File: src/hw/rtl/uvs_pkg.sv
// Shared constants, types and arithmetic helpers of the UV sphere vertex generator.
package uvs_pkg;

    // Division counts and the grid index range.
    localparam int MAX_DIVISIONS = 1024;
    localparam int DIV_W         = 11;

    // Angle datapath: CORDIC depth and its arctangent table.
    localparam int CORDIC_STAGES = 16;
    localparam int ATAN_ENTRIES  = 24;
    localparam int CORDIC_N      = (CORDIC_STAGES < ATAN_ENTRIES) ? CORDIC_STAGES : ATAN_ENTRIES;
    localparam int STEP_W        = $clog2(ATAN_ENTRIES);
    localparam int ANG_W         = 34;

    // Long division: one quotient bit per cell, plus the leading bit.
    localparam int DIV_STEPS = 32;
    localparam int QUO_W     = DIV_STEPS + 1;

    // Field widths.
    localparam int RAD_W  = 24;
    localparam int POS_W  = 25;
    localparam int NRM_W  = 16;
    localparam int TEX_W  = 15;
    localparam int PROD_W = NRM_W + RAD_W + 1;

    localparam logic signed [ANG_W-1:0] GAIN_Q30 = 34'sd652032874;

    // Configuration register indexes.
    localparam logic [1:0] REG_RADIUS = 2'd0;
    localparam logic [1:0] REG_SLICES = 2'd1;
    localparam logic [1:0] REG_STACKS = 2'd2;

    // Quadrant codes of a turn angle.
    localparam logic [1:0] QUAD_1 = 2'd0;
    localparam logic [1:0] QUAD_2 = 2'd1;
    localparam logic [1:0] QUAD_3 = 2'd2;

    // State that one division cell hands to the next.
    typedef struct packed {
        logic [DIV_W-1:0]     rem;
        logic [DIV_STEPS-1:0] low;
        logic [QUO_W-1:0]     quo;
    } t_div_state;

    // State that one CORDIC cell hands to the next.
    typedef struct packed {
        logic signed [ANG_W-1:0] x;
        logic signed [ANG_W-1:0] y;
        logic signed [ANG_W-1:0] z;
    } t_cordic_state;

    // Arctangent of 2^-k as a fraction of a full turn (2^32 per turn).
    function automatic logic signed [ANG_W-1:0] atan_turns(input logic [STEP_W-1:0] k);
        logic [31:0] v;
        case (k)
            5'd0:    v = 32'h20000000;
            5'd1:    v = 32'h12E4051D;
            5'd2:    v = 32'h09FB385B;
            5'd3:    v = 32'h051111D4;
            5'd4:    v = 32'h028B0D43;
            5'd5:    v = 32'h0145D7E1;
            5'd6:    v = 32'h00A2F61E;
            5'd7:    v = 32'h00517C55;
            5'd8:    v = 32'h0028BE53;
            5'd9:    v = 32'h00145F2E;
            5'd10:   v = 32'h000A2F98;
            5'd11:   v = 32'h000517CC;
            5'd12:   v = 32'h00028BE6;
            5'd13:   v = 32'h000145F3;
            5'd14:   v = 32'h0000A2F9;
            5'd15:   v = 32'h0000517C;
            5'd16:   v = 32'h000028BE;
            5'd17:   v = 32'h0000145F;
            5'd18:   v = 32'h00000A2F;
            5'd19:   v = 32'h00000517;
            5'd20:   v = 32'h0000028B;
            5'd21:   v = 32'h00000145;
            5'd22:   v = 32'h000000A2;
            default: v = 32'h00000051;
        endcase
        return $signed({2'b00, v});
    endfunction

    // Round a Q2.30 value to Q1.15 and saturate.
    function automatic logic signed [NRM_W-1:0] q30_to_q15(input logic signed [ANG_W-1:0] v);
        logic signed [ANG_W-1:0] t;
        t = (v + 34'sd16384) >>> 15;
        if (t < -34'sd32768) begin
            return 16'sh8000;
        end else if (t > 34'sd32767) begin
            return 16'sh7FFF;
        end else begin
            return t[NRM_W-1:0];
        end
    endfunction

    // Negate a Q1.15 value; minus one maps to the largest positive code.
    function automatic logic signed [NRM_W-1:0] neg_sat(input logic signed [NRM_W-1:0] v);
        if (v == 16'sh8000) begin
            return 16'sh7FFF;
        end else begin
            return -v;
        end
    endfunction

    // Scale a normal times radius product back to radius units and saturate.
    function automatic logic signed [POS_W-1:0] pos_round(input logic signed [PROD_W-1:0] p);
        logic signed [PROD_W-1:0] t;
        t = (p + 41'sd16384) >>> 15;
        if (t < -41'sd16777215) begin
            return -25'sd16777215;
        end else if (t > 41'sd16777215) begin
            return 25'sd16777215;
        end else begin
            return t[POS_W-1:0];
        end
    endfunction

endpackage

File: src/hw/rtl/uvs_div_cell.sv
// One registered step of a restoring long division by a small divisor.
module uvs_div_cell import uvs_pkg::*; (
    input  logic             i_clk,
    input  logic             i_en,
    input  logic [DIV_W-1:0] i_divisor,
    input  t_div_state       i_state,
    output t_div_state       o_state
);

    logic [DIV_W:0] w_trial;
    logic           w_fit;
    t_div_state     n_state;
    t_div_state     r_state;

    // Bring in the next numerator bit and try one subtraction.
    always_comb begin
        w_trial       = {i_state.rem, i_state.low[DIV_STEPS-1]};
        w_fit         = (w_trial >= {1'b0, i_divisor});
        n_state.rem   = w_fit ? DIV_W'(w_trial - {1'b0, i_divisor}) : w_trial[DIV_W-1:0];
        n_state.low   = {i_state.low[DIV_STEPS-2:0], 1'b0};
        n_state.quo   = {i_state.quo[QUO_W-2:0], w_fit};
    end

    always_ff @(posedge i_clk) begin
        if (i_en) begin
            r_state <= n_state;
        end
    end

    assign o_state = r_state;

endmodule

File: config.mk
export PLATFORM = sky130hd
export DESIGN_NAME = uvs_div_cell
export DESIGN_NICKNAME = d
export VERILOG_FILES = /design/src/hw/rtl/uvs_pkg.sv /design/src/hw/rtl/uvs_div_cell.sv
export SDC_FILE = /design/constraint.sdc
export NUM_CORES = 1
export LEC_CHECK = 0
export BUFFER_PORTS_ARGS = -buffer_cell sky130_fd_sc_hd__buf_2
export CAP_MARGIN = 15
export CORE_UTILIZATION = 40
export DETAILED_ROUTE_END_ITERATION = 16
export PLACE_DENSITY = 0.82
export SLEW_MARGIN = 20
export SYNTH_ARGS = -nofsm -noshare
export SYNTH_HDL_FRONTEND = slang
export SYNTH_SLANG_ARGS = --single-unit
File: constraint.sdc
create_clock -name i_clk -period 1.7 [get_ports i_clk]
set_input_delay 0 -clock i_clk [delete_from_list [all_inputs] [get_ports i_clk]]
set_output_delay 0 -clock i_clk [all_outputs]
set_load 0.01 [all_outputs]
# [Word level (Yosys, flattened, before mapping)]
# Index checks and enable logic that the tools add are counted.
[totals] register_bits=75 in_bits=89 out_inout_bits=76 elab_cells=6
[op_classes] n_addsub=1 magnitude_cmp=1 n_mux=1
[ops] cell=">= comparator 12 x 11 -> 1 bit" n=1
[ops] cell="two-way mux 11 bit" n=1
[ops] cell="subtractor 11 bit" n=1

# [Logic depth before layout (Yosys ltp)]
[logic_depth] word_depth=2 ltp_mapped=10 mapped_depth_nobuf=9

# [Worst setup path before layout]
# OpenSTA, ideal clock, no wires.
[synth_path] kind="input -> register" start="input i_state[64] (netlist bit)" end="register r_state, in the netlist o_state[67], data pin" setup_ns=0.254 arrival_time_ns=1.600 t_required_ns=1.446 setup_slack_ns=-0.154 cell_stages=10 n_path_buf=1 path_cell_list="inv_1 > ha_1 > fa_1 > and2b_1 > o21ai_2 > a311oi_2 > o2bb2ai_2 > buf_6 > nand2_1 > o21ai_2"
[synth_lines] item="start: declaration" line_no="uvs_div_cell.sv:6" text="input t_div_state i_state,"
[synth_lines] item="end signal: assignment" line_no="uvs_div_cell.sv:26" text="r_state <= n_state;"
[synth_lines] item="end: declaration" line_no="uvs_div_cell.sv:13" text="t_div_state r_state;"

==> flow_summary.yaml <==
run_status:
  outcome: "complete, but fails checks"
  violations: "negative hold slack"
drt:
  wl_um: 9880
  antenna_left: 0
  via_count: 2665
  drtIter0Drc: 143
  post_drt_wl_per_cell_um: 18.0
  drc: 0
  dr.pass1.iters: 4
  via_per_inst: 4.85
clocking:
  htree_num_levels: 3
  clk_pin_slew_worst_paths_ps: 80
  cts_made_buffers: 9
  cts_tree: "built"
  cts.sinks: 75
  root_buffer: "clkbuf_8"
  clockBufferDepth: 2
synth:
  netlist-cell-type-count: 37
  ys.warnings.count: 0
  synth_cells: 187
  synth_top_area_frac: 0.746
  async_reset_ff_frac: 0
  yosysTopAreaCell: "edfxtp_1"
  seq_area_frac_synth: 0.746
  synth.cell_area_um2: 3020
  netlist_top_cells_area: "edfxtp_1 (75%), ha_1 (4.6%), nand2_1 (2.4%)"
  synth_nets: 288
  ys.flop_type: "edfxtp_1"
  synth_area_per_cell_um2: 16.1
  synth_edf_count: 75
  yosys_register_bits: 75
global_route:
  antenna_found_initial: 0
  grt_max_degree: 76
  grt_pass1_wl_um: 14200
  track_usage: 0.253
  grt-ovfl-total: 0
  grt_pass1_vias: 2697
critical_path:
  critical_path_arrival_ps: 1680
  cp-end-kind: "flip-flop"
  worst-setup-path-type: "input pin to flip-flop"
  cp.required_ps: 1770
  start_kind: "input pin"
  crit_path_max_fanout: 2
placement:
  port_buffers: 162
  dp_hpwl_um: 5560
  place_congestion: 0.764
cells_and_area:
  multi_input_area_um2: 708
  fin_util: 0.691
  drive_gt1_frac: 0.482
  largest_register_ffs: 75
  ff_latch_area_um2: 2250
  synthToLayoutAreaGrowth_pct: 67.0
  layout_common_cells: "buf_2 (161), edfxtp_1 (75), dlygate4sd3_1 (70)"
  nets: 546
  layout_commonest_cell: "buf_2"
  fillers: 498
  diodes: 0
run:
  cap_violations: 0
timing:
  hold_ws_ps: -5.39
  slew_violations: 0
  setup_viol: 0
  max_freq_mhz: 624
  period_minus_slack_ps: 1600
  period_share: 0.942
  hold_viol: 1
  rsz0062_at_grt: "no"
floorplanning:
  fp.dieW_um: 88.9
  start_util: 0.414
  dieArea_um2: 7900
  pin_count: 165
  dieHeight_um: 88.9
  rows: 31
  coreArea_um2: 7290
min_path:
  hp-class: "input pin to flip-flop"
power:
  p_per_area_nw_per_um2: 936
  power_mw: 4.72
  power_leakage_nw: 2.25
  ir_worst_vdd_uv: 471
repair_timing:
item                       in CTS  in global routing
resized for setup               1                  2
setup endpoints to repair       1                  6
hold buffers                   70                  0
pin swaps                       3                  6
setup buffers                   0                  1
hold endpoints to repair       70                  0
routing by layer:
layer,vias up,global-route usage,wire [µm]
li1,1218,-,-
met1,1254,0.271,3510
met2,156,0.447,5060
met3,37,0.0662,833
met4,0,0.152,482
met5,-,0,0
power by group:
part | switching, mW | internal, mW | total, mW
logic | 0.477 | 0.459 | 0.935
clock network | 0.668 | 0.831 | 1.50
registers | 0.0507 | 2.23 | 2.28
synth_stat cells (all sizes together), types with 2 or more instances:
library cell  count
a21o              2
o21ai            13
nand2            19
nor2              5
nand4             3
buf               3
xnor2             2
inv              16
a21oi             7
xor2              4
and3              2
o211ai            2
edfxtp           75
ha               11
nor2b             2
nand2b            3
o31ai             2
critical path, stage by stage:
cell	delay (ps)
buf_8	100
inv_12	30
ha_4	150
fa_2	330
and2b_1	230
o21ai_2	70
a311oi_2	300
buf_4	170
nor2b_1	40
o211ai_1	160
nand4_1	110
stage by stage:
step / TNS (ps) / std cells / setup WS [ps] / instance area, µm²
floorplan: -323 / 187 / -39.0 / 3060
global placement: -3250 / 462 / -328 / 4110
detailed placement: -3620 / 462 / -380 / 4110
CTS: 0 / 548 / 11.8 / 5030
global route: 0 / 549 / 10.6 / 5040
finish: 0 / 549 / 98.7 / 5040
worst paths after layout:
kind / start / slack [ps] / endpoint / depth (start not counted)
max: i_state[64] / 100 / o_state[75] / 11
min: i_state[64] / -5 / o_state[65] / 3
final cells by class:
type / count / area share
repair buffers: 250 / 0.331
clock inverters: 6 / 0.0174
inverters: 16 / 0.0144
flip-flops and latches: 75 / 0.447
well taps: 99 / 0.0246
clock buffers: 10 / 0.0253
multi-input cells: 93 / 0.140
logic make-up (layout without fill, tap and decap cells):
group,Yosys count,in the layout,synth area share
simple gates,39,39,0.0622
buf+inv,19,282,0.0299
compound gates,35,35,0.0908
flops,75,75,0.746
other cells,1,1,0.00124
fa+ha+maj,12,12,0.0522
xor+xnor,6,6,0.0174
No activity file was read; power rests on OpenSTA's default activity.
