--- config.mk ---
export PLATFORM = sky130hd
export DESIGN_NAME = uvs_cordic_cell
export DESIGN_NICKNAME = d
export VERILOG_FILES = /design/src/hw/rtl/uvs_pkg.sv /design/src/hw/rtl/uvs_cordic_cell.sv
export SDC_FILE = /design/constraint.sdc
export NUM_CORES = 1
export LEC_CHECK = 0
export BUFFER_PORTS_ARGS = -buffer_cell sky130_fd_sc_hd__buf_2
export CORE_MARGIN = 5
export CORE_UTILIZATION = 55
export DETAILED_ROUTE_END_ITERATION = 8
export GPL_TIMING_DRIVEN = 1
export HOLD_SLACK_MARGIN = 0.15
export PLACE_DENSITY_LB_ADDON = 0.05
export SETUP_SLACK_MARGIN = 0.02
export SLEW_MARGIN = 20
export SYNTH_ARGS = -nofsm -noshare
export SYNTH_HDL_FRONTEND = slang
export SYNTH_SLANG_ARGS = --single-unit
--- constraint.sdc ---
create_clock -name i_clk -period 14.05 [get_ports i_clk]
set_clock_uncertainty 0.1 [all_clocks]
set_input_delay 4.215 -clock i_clk [delete_from_list [all_inputs] [get_ports i_clk]]
set_output_delay 4.215 -clock i_clk [all_outputs]
set_load 0.1 [all_outputs]
--- src/hw/rtl/uvs_pkg.sv ---
// Shared constants, types and arithmetic helpers of the UV sphere vertex generator.
package uvs_pkg;

    // Division counts and the grid index range.
    localparam int MAX_DIVISIONS = 1024;
    localparam int DIV_W         = 11;

    // Angle datapath: CORDIC depth and its arctangent table.
    localparam int CORDIC_STAGES = 16;
    localparam int ATAN_ENTRIES  = 24;
    localparam int CORDIC_N      = (CORDIC_STAGES < ATAN_ENTRIES) ? CORDIC_STAGES : ATAN_ENTRIES;
    localparam int STEP_W        = $clog2(ATAN_ENTRIES);
    localparam int ANG_W         = 34;

    // Long division: one quotient bit per cell, plus the leading bit.
    localparam int DIV_STEPS = 32;
    localparam int QUO_W     = DIV_STEPS + 1;

    // Field widths.
    localparam int RAD_W  = 24;
    localparam int POS_W  = 25;
    localparam int NRM_W  = 16;
    localparam int TEX_W  = 15;
    localparam int PROD_W = NRM_W + RAD_W + 1;

    localparam logic signed [ANG_W-1:0] GAIN_Q30 = 34'sd652032874;

    // Configuration register indexes.
    localparam logic [1:0] REG_RADIUS = 2'd0;
    localparam logic [1:0] REG_SLICES = 2'd1;
    localparam logic [1:0] REG_STACKS = 2'd2;

    // Quadrant codes of a turn angle.
    localparam logic [1:0] QUAD_1 = 2'd0;
    localparam logic [1:0] QUAD_2 = 2'd1;
    localparam logic [1:0] QUAD_3 = 2'd2;

    // State that one division cell hands to the next.
    typedef struct packed {
        logic [DIV_W-1:0]     rem;
        logic [DIV_STEPS-1:0] low;
        logic [QUO_W-1:0]     quo;
    } t_div_state;

    // State that one CORDIC cell hands to the next.
    typedef struct packed {
        logic signed [ANG_W-1:0] x;
        logic signed [ANG_W-1:0] y;
        logic signed [ANG_W-1:0] z;
    } t_cordic_state;

    // Arctangent of 2^-k as a fraction of a full turn (2^32 per turn).
    function automatic logic signed [ANG_W-1:0] atan_turns(input logic [STEP_W-1:0] k);
        logic [31:0] v;
        case (k)
            5'd0:    v = 32'h20000000;
            5'd1:    v = 32'h12E4051D;
            5'd2:    v = 32'h09FB385B;
            5'd3:    v = 32'h051111D4;
            5'd4:    v = 32'h028B0D43;
            5'd5:    v = 32'h0145D7E1;
            5'd6:    v = 32'h00A2F61E;
            5'd7:    v = 32'h00517C55;
            5'd8:    v = 32'h0028BE53;
            5'd9:    v = 32'h00145F2E;
            5'd10:   v = 32'h000A2F98;
            5'd11:   v = 32'h000517CC;
            5'd12:   v = 32'h00028BE6;
            5'd13:   v = 32'h000145F3;
            5'd14:   v = 32'h0000A2F9;
            5'd15:   v = 32'h0000517C;
            5'd16:   v = 32'h000028BE;
            5'd17:   v = 32'h0000145F;
            5'd18:   v = 32'h00000A2F;
            5'd19:   v = 32'h00000517;
            5'd20:   v = 32'h0000028B;
            5'd21:   v = 32'h00000145;
            5'd22:   v = 32'h000000A2;
            default: v = 32'h00000051;
        endcase
        return $signed({2'b00, v});
    endfunction

    // Round a Q2.30 value to Q1.15 and saturate.
    function automatic logic signed [NRM_W-1:0] q30_to_q15(input logic signed [ANG_W-1:0] v);
        logic signed [ANG_W-1:0] t;
        t = (v + 34'sd16384) >>> 15;
        if (t < -34'sd32768) begin
            return 16'sh8000;
        end else if (t > 34'sd32767) begin
            return 16'sh7FFF;
        end else begin
            return t[NRM_W-1:0];
        end
    endfunction

    // Negate a Q1.15 value; minus one maps to the largest positive code.
    function automatic logic signed [NRM_W-1:0] neg_sat(input logic signed [NRM_W-1:0] v);
        if (v == 16'sh8000) begin
            return 16'sh7FFF;
        end else begin
            return -v;
        end
    endfunction

    // Scale a normal times radius product back to radius units and saturate.
    function automatic logic signed [POS_W-1:0] pos_round(input logic signed [PROD_W-1:0] p);
        logic signed [PROD_W-1:0] t;
        t = (p + 41'sd16384) >>> 15;
        if (t < -41'sd16777215) begin
            return -25'sd16777215;
        end else if (t > 41'sd16777215) begin
            return 25'sd16777215;
        end else begin
            return t[POS_W-1:0];
        end
    endfunction

endpackage

--- src/hw/rtl/uvs_cordic_cell.sv ---
// One registered rotation step of a CORDIC sine and cosine chain.
module uvs_cordic_cell import uvs_pkg::*; (
    input  logic              i_clk,
    input  logic              i_en,
    input  logic [STEP_W-1:0] i_step,
    input  t_cordic_state     i_state,
    output t_cordic_state     o_state
);

    logic signed [ANG_W-1:0] w_dx;
    logic signed [ANG_W-1:0] w_dy;
    logic signed [ANG_W-1:0] w_atan;
    t_cordic_state           n_state;
    t_cordic_state           r_state;

    // Rotate toward the residual angle by the arctangent of 2^-step.
    always_comb begin
        w_dx   = $signed(i_state.y) >>> i_step;
        w_dy   = $signed(i_state.x) >>> i_step;
        w_atan = atan_turns(i_step);
        if (!i_state.z[ANG_W-1]) begin
            n_state.x = $signed(i_state.x) - w_dx;
            n_state.y = $signed(i_state.y) + w_dy;
            n_state.z = $signed(i_state.z) - w_atan;
        end else begin
            n_state.x = $signed(i_state.x) + w_dx;
            n_state.y = $signed(i_state.y) - w_dy;
            n_state.z = $signed(i_state.z) + w_atan;
        end
    end

    always_ff @(posedge i_clk) begin
        if (i_en) begin
            r_state <= n_state;
        end
    end

    assign o_state = r_state;

endmodule

# == Word level (Yosys, flattened, before mapping) ==
# Memories as Yosys holds them, arrays and structs flattened.
# Index checks and enable logic that the tools add are counted.
# W data, S select, Z words.
# totals
wordCells,13
out_inout_bits,102
mem_count,1
rom_bits,960
register_bits,102
input_bits,109
# op_classes
n_addsub,6
shift,2
n_mux,1
# mem_list
memory,words,word_bits,read_ports,rd_ports_with_merged_regs,wr,line,rtl
(name not given),32,30,1,0,0,uvs_pkg.sv:55,case (k)
# op_table
op,count
$mux W102,1
$add A34 B34 Y34,2
$sshr A34 B5 Y34,2
$sub A34 B34 Y34,2
$add A34 B33 Y34,1
$sub A34 B33 Y34,1

# == Depth between registers and ports, before layout ==
# Gate-level depths: netlist (run 1).
# logic_depth
depth_word,3
mapped_depth,28
ltp_nobuf,23

# == Worst setup path after synthesis (run 1) ==
# Ideal clock, no wire load.
# synth_timing
path_type,input to register
start,in i_step[0]
end,reg r_state (netlist bit o_state[66]) (data pin)
t_required_ns,13.673
path_buffers,8
stages,27
setup_ns,0.277
t_arrival_ns,9.504
path_slack_ns,4.169
path_cell_list,buf_6 -> buf_12 -> buf_12 -> buf_6 -> buf_6 -> buf_2 -> buf_2 -> mux4_2 -> a221o_1 -> nor2_1 -> ha_1 -> nand4_1 -> nor3_1 -> a21oi_1 -> xnor2_1 -> ha_1 -> clkbuf_1 -> nand2_1 -> nor2_1 -> and4_1 -> nand3_1 -> a21oi_1 -> nor2_1 -> o21a_1 -> a2bb2oi_1 -> a211oi_1 -> o211ai_1
# synth_lines
item,line,rtl
from (decl),uvs_cordic_cell.sv:5,"input logic [STEP_W-1:0] i_step,"
to (signal assigned),uvs_cordic_cell.sv:34,r_state <= n_state;
to (decl),uvs_cordic_cell.sv:14,t_cordic_state r_state;

==> results of run 1 <==
per-layer routing:
layer | up-vias | global-route usage (%) | wire length, um
met3 | 176 | 5.17 | 5300
met5 | - | 0 | 0
met2 | 940 | 57.6 | 26500
met4 | 0 | 14.6 | 2510
met1 | 7386 | 44.0 | 21700
li1 | 7017 | - | -
per-stage QoR:
step | power (mW) | hold slack (ns) | util (%) | worst slack [ns]
6_report | 2.29 | 4.04 | 60.9 | 3.22
5_1_grt | 2.39 | 4.06 | 60.9 | 2.71
4_1_cts | 2.28 | 4.04 | 60.9 | 3.36
3_5_place_dp | 2.01 | 4.42 | 59.9 | 2.97
3_3_place_gp | 2.00 | 4.41 | 59.9 | 3.01
2_1_floorplan | 1.72 | 4.23 | - | 4.17
report_power, final:
| part | switching (mW) | internal, mW |
|---|---|---|
| clock | 0.143 | 0.124 |
| sequential | 0.0202 | 0.456 |
| combinational | 1.14 | 0.407 |
| total | 1.30 | 0.987 |
cell usage in the layout (no fill, tap or decap), types with 7 or more instances in the layout:
cell,count
buf_2,207
a21oi_1,172
nor2_1,148
nand2_1,121
xnor2_1,113
ha_1,109
edfxtp_1,102
o21ai_0,72
xor2_1,68
mux2i_1,64
mux4_2,64
mux2_2,52
a21o_1,52
inv_1,44
nand2b_1,35
o22ai_1,29
a31oi_1,28
and2_1,26
nor3_1,26
o21a_1,26
nor2b_1,24
a211oi_1,20
nand3_1,19
buf_4,18
a221oi_1,16
and3_1,16
o211ai_1,14
a22oi_1,13
a21boi_0,12
nand4_1,11
o31ai_1,11
or3_1,10
o21bai_1,10
clkbuf_16,9
or2_2,8
a211o_1,7
and4_1,7
cell type report:
type | instances | area, um2
sequential | 102 | 3060
multi-input combinational | 1513 | 11800
fill | 2507 | 10900
inverter | 48 | 180
tap | 378 | 473
timing repair buffer | 226 | 1180
clock inverter | 6 | 53.8
antenna | 1 | 2.50
clock buffer | 10 | 229
critical path: stages:
cell and delay (ns):
buf_6 0.59, buf_4 0.67, mux4_2 0.69, nor2b_1 0.17, a221o_1 0.26, nor2_1 0.46
ha_1 0.32, nand4_1 0.21, nor3_1 0.45, a21oi_1 0.15, xnor2_1 0.16, ha_1 0.41
nand2_1 0.15, nor2_1 0.28, and4_1 0.26, nand3_1 0.08, a21oi_1 0.23, nor2_1 0.12
o21a_1 0.21, a2bb2oi_1 0.17, a211oi_1 0.35, o211ai_1 0.14
kinds of logic (layout without fill, tap and decap cells):
family,Yosys count,count (layout),share of synthesized area (%)
flops,102,102,19.7
fa+ha+maj,112,112,9.17
xor+xnor,181,181,10.2
buf+inv,143,290,4.38
other cells,0,1,0
mux,185,185,17.9
compound gates,555,555,23.5
simple gates,480,480,15.1
final timing paths:
check | start | to | slack [ns]
setup / recovery | i_step[0] | o_state[66] | 3.22
hold / removal | i_state[0] | o_state[0] | 4.04
==> out/qor.txt, run 1 <==
Outcome -> complete, no violations
CTS tree -> built
TNS Setup -> 0 ns
Largest net degree at the start of global routing -> 74
Buffers added on ports -> 210
Async S/R FF share, synth -> 0%
CP max FO -> 73
Clock Pin Slew Worst Setup and Hold Paths -> 0.08 ns
Die H -> 178 um
Crit Path Class -> in2reg
First-pass GRT wire length -> 85.2 mm
Initial antenna violation count -> 1
Share of layout cells above drive strength 1 -> 19.9%
Critical Path RT -> 14.05 ns
Starting Density -> 55.7%
CORE AREA -> 27,900 um2
Max FFs per register -> 102
GRT Residual Overflow -> 0
CP endpoint kind -> flop
Mean Syn Cell Area -> 8.83 um2
Syn nets -> 1,979
Synth top cells by count -> a21oi_1, nor2_1, nand2_1
Design Area, Final -> 17,000 um2
Most instantiated library cell after synthesis -> a21oi_1
Power per cell area -> 135 nW/um2
LEAKAGE -> 7.04 nW
Mapped cell area -> 15,500 um2
Clk sink count -> 102
RSZ-0062 raised after global routing -> false
Post-synth EDFFs -> 102
Type of origin of the critical path -> primary input
Top-area cell type share of the netlist area -> 19.7%
Worst IR drop on VDD -> 0.131 mV
Dpl cells -> 2,267
Area after DPL -> 16,700 um2
Vias per inst -> 6.79
Final Hold Vio Count -> 0
Synth warnings -> 0
1st-iter DRT viols -> 1,718
Fin crit period -> 10.83 ns
Vias in the first global route -> 14,922
Setup bufs post-CTS -> 0
Synth unique cells -> 86
DR pass1 iterations -> 6
Area growth syn-to-layout -> 9.32%
Critical Path AT -> 10.83 ns
Main synth FF type -> edfxtp_1
Max-cap violations -> 0
Die ar. -> 31,700 um2
DRT Wirelength -> 56.0 mm
Sequential area share after synthesis -> 19.7%
Post-detail-place hpwl -> 43.2 mm
Final period util -> 77.1%
Hold path depth -> 2
Yosys top cell by area -> edfxtp_1
Flops & latches, synth -> 102
GP Congestion -> 1.01
Worst rel slew slack -> 23.5%
H-tree depth -> 3
Mapped Cells -> 1,758
Site Rows -> 61
Setup violators final -> 0
Max Slew Vio Count -> 0
Peak Freq -> 92.3 MHz
Post-route ant nets -> 0
Nets -> 2,121
Worst Max-Slew Pin Slew -> 1.15 ns
Hold_buf cts -> 0
Post-CTS Resized -> 0
Die W -> 178 um
Num ports -> 211
Worst Hold Class -> in2reg
CTS buffer count -> 9
Routed len/inst -> 24.5 um
CTS root buffer -> clkbuf_16
Clock Tree Buf Depth -> 2
GRT Total Usage -> 34.2%
Drt drc -> 0
Vias -> 15,519
Largest cells by area after synthesis -> edfxtp_1, mux4_2, ha_1
Post-Layout Cell Count -> 2,284
Power figures use the tool's default switching activity.
==> inputs of run 2 (changes only) <==
Settings changed: ABC_AREA from default to 1.
Clock period 14.05 ns to 8.9 ns, I/O delays scaled along.
==> run 2 against run 1 <==
Compared with the run above: clock power up 57%; first-iteration DRC count up 11%; combinational power up 54%; total power up 56%; core utilization up 0.43 points; largest power group unchanged; flip-flop and latch count unchanged; sequential share of layout area up 0.43 points; die area down 2.2%; critical endpoint is now o_state[92]; sequential power up 58%; cell area down 2.3%; routed wire length down 8.9%.
==> out/qor.txt, run 2 <==
CTS root buffer -> clkbuf_16
Starting Density -> 56.1%
Clock Tree Buf Depth -> 2
Worst IR drop on VDD -> 0.224 mV
Post-route ant nets -> 0
Mean Syn Cell Area -> 6.34 um2
Most common cell after layout, fill and taps aside -> nand2_1
Setup bufs post-CTS -> 0
Vias -> 16,872
WL met1 -> 22.0 mm
Synth warnings -> 0
Site Rows -> 60
Async S/R FF share, synth -> 0%
Yosys top cell by area -> edfxtp_1
Clock Pin Slew Worst Setup and Hold Paths -> 0.08 ns
Most frequent cells in the layout -> nand2_1, nand3_1, buf_2, inv_1, nor2_1
DR pass1 iterations -> 9
Routed len/inst -> 17.7 um
Hold_buf cts -> 0
RSZ-0062 raised after global routing -> false
Worst hold margin -> 2.52 ns
Post-Layout Cell Count -> 2,890
Largest cells by area after synthesis -> edfxtp_1, nand2_1, nand3_1
Dpl cells -> 2,874
Final WS setup -> 1.35 ns
Type of origin of the critical path -> primary input
Vias in the first global route -> 15,682
LEAKAGE -> 8.27 nW
Post-detail-place hpwl -> 42.0 mm
Outcome -> complete, no violations
Worst rel slew slack -> 49.0%
Max Slew Vio Count -> 0
Fill count -> 2,671
Final Util -> 61.4%
Main synth FF type -> edfxtp_1
Sequential cell area -> 3060 um2
Final period util -> 84.8%
ANT cells -> 0
Area growth syn-to-layout -> 9.39%
Buffers added on ports -> 210
GRT Total Usage -> 31.8%
DRT Wirelength -> 51.0 mm
Area after DPL -> 16,300 um2
Synth top cells by count -> nand2_1, nand3_1, inv_1
CP max FO -> 58
Post-synth EDFFs -> 102
Power per cell area -> 215 nW/um2
Max FFs per register -> 102
Die ar. -> 31,000 um2
Clk sink count -> 102
Critical Path AT -> 7.55 ns
Share of layout cells above drive strength 1 -> 13.8%
Nets -> 2,765
TNS Setup -> 0 ns
Initial antenna violation count -> 0
Num ports -> 211
GRT Residual Overflow -> 0
Design Area, Final -> 16,600 um2
Mapped Cells -> 2,391
DR top layer -> met4
Largest net degree at the start of global routing -> 73
Sequential area share after synthesis -> 20.2%
Peak Freq -> 132 MHz
CTS buffer count -> 9
Most instantiated library cell after synthesis -> nand2_1
Multi-input logic area -> 10,800 um2
First-pass GRT wire length -> 80.4 mm
Post-CTS Resized -> 0
1st-iter DRT viols -> 1,903
CP endpoint kind -> flop
Setup violators final -> 0
Vias per inst -> 5.84
Met3 WL -> 4.19 mm
Max-cap violations -> 0
Mapped cell area -> 15,200 um2
Met2 routed WL -> 22.9 mm
GP Congestion -> 0.987
Syn nets -> 2,612
Placement Setup Slack -> 1.05 ns
Worst Max-Slew Pin Slew -> 0.758 ns
Fin crit period -> 7.55 ns
Final Hold Vio Count -> 0
Flops & latches, synth -> 102
Post-layout power -> 3.56 mW
Drt drc -> 0
Die H -> 176 um
Synth unique cells -> 50
H-tree depth -> 3
Crit Path Class -> in2reg
Die W -> 176 um
Worst Hold Class -> in2reg
Critical Path RT -> 8.90 ns
CTS tree -> built
Top-area cell type share of the netlist area -> 20.2%
CORE AREA -> 27,000 um2
## run 2: changes by cell type in the layout (fill, tap and decap cells not counted), moves of 31 or more
cell,before,now
nand2_1,121,733
nand3_1,19,360
inv_1,44,181
mux2i_1,64,0
mux4_2,64,0
xnor2_1,113,57
mux2_2,52,0
xor2_1,68,119
a21o_1,52,10
nand2b_1,35,0
a21oi_1,172,139
nor2_1,148,179
## run 2: final cells by class
type	instances	share of cell area [%]
Sequential cell	102	18.5
Clock buffer	9	1.36
Timing Repair Buffer	227	7.20
Tap cell	341	2.57
Multi-Input combinational cell	1992	65.3
Clock inverter	7	0.324
Inverter	212	4.81
## run 2: worst max-delay path, cell delays in order
cell	delay, ns
buf_2	0.44
buf_4	0.60
nand3_1	0.19
nand3_1	0.14
nand3_1	0.14
nand2_1	0.18
inv_1	0.07
ha_1	0.28
nand2_1	0.06
o21ai_0	0.25
fa_1	0.53
nand3_1	0.11
nand2_1	0.10
a21oi_1	0.22
o21ai_0	0.20
a21boi_0	0.20
buf_4	0.16
inv_1	0.04
nand2_1	0.05
nand2_1	0.10
a21boi_0	0.40
o21ai_0	0.18
xor2_1	0.18
## run 2: kinds of logic (layout without fill, tap and decap cells)
family                     after synthesis  after routing  share of synthesized area [%]
and+or+nand+nor                       1381           1381                           39.6
AOI/OAI and AO/OA                      323            323                           12.2
buffers and inverters                  297            455                           8.42
xor gates and xnor gates               176            176                           10.2
adders and majority gates              112            112                           9.39
DFF                                    102            102                           20.2
## run 2: path summary, 6_finish.rpt
path,endpoint,startpoint,slack (ns),cells past startpoint
hold / removal,o_state[0],i_state[0],2.52,2
setup / recovery,o_state[92],i_step[2],1.35,23
## run 2: metal layers
metal / vias to the layer above / global-route usage, %
li1: 8288 / -
met1: 7621 / 43.2
met2: 840 / 51.9
met3: 123 / 4.93
met4: 0 / 11.1
met5: - / 0
## run 2: report_power, final
group	total, mW	switching [mW]	internal [mW]
Combinational	2.39	1.86	0.539
Sequential	0.751	0.0289	0.722
Clock	0.418	0.223	0.195
Total	3.56	2.11	1.46
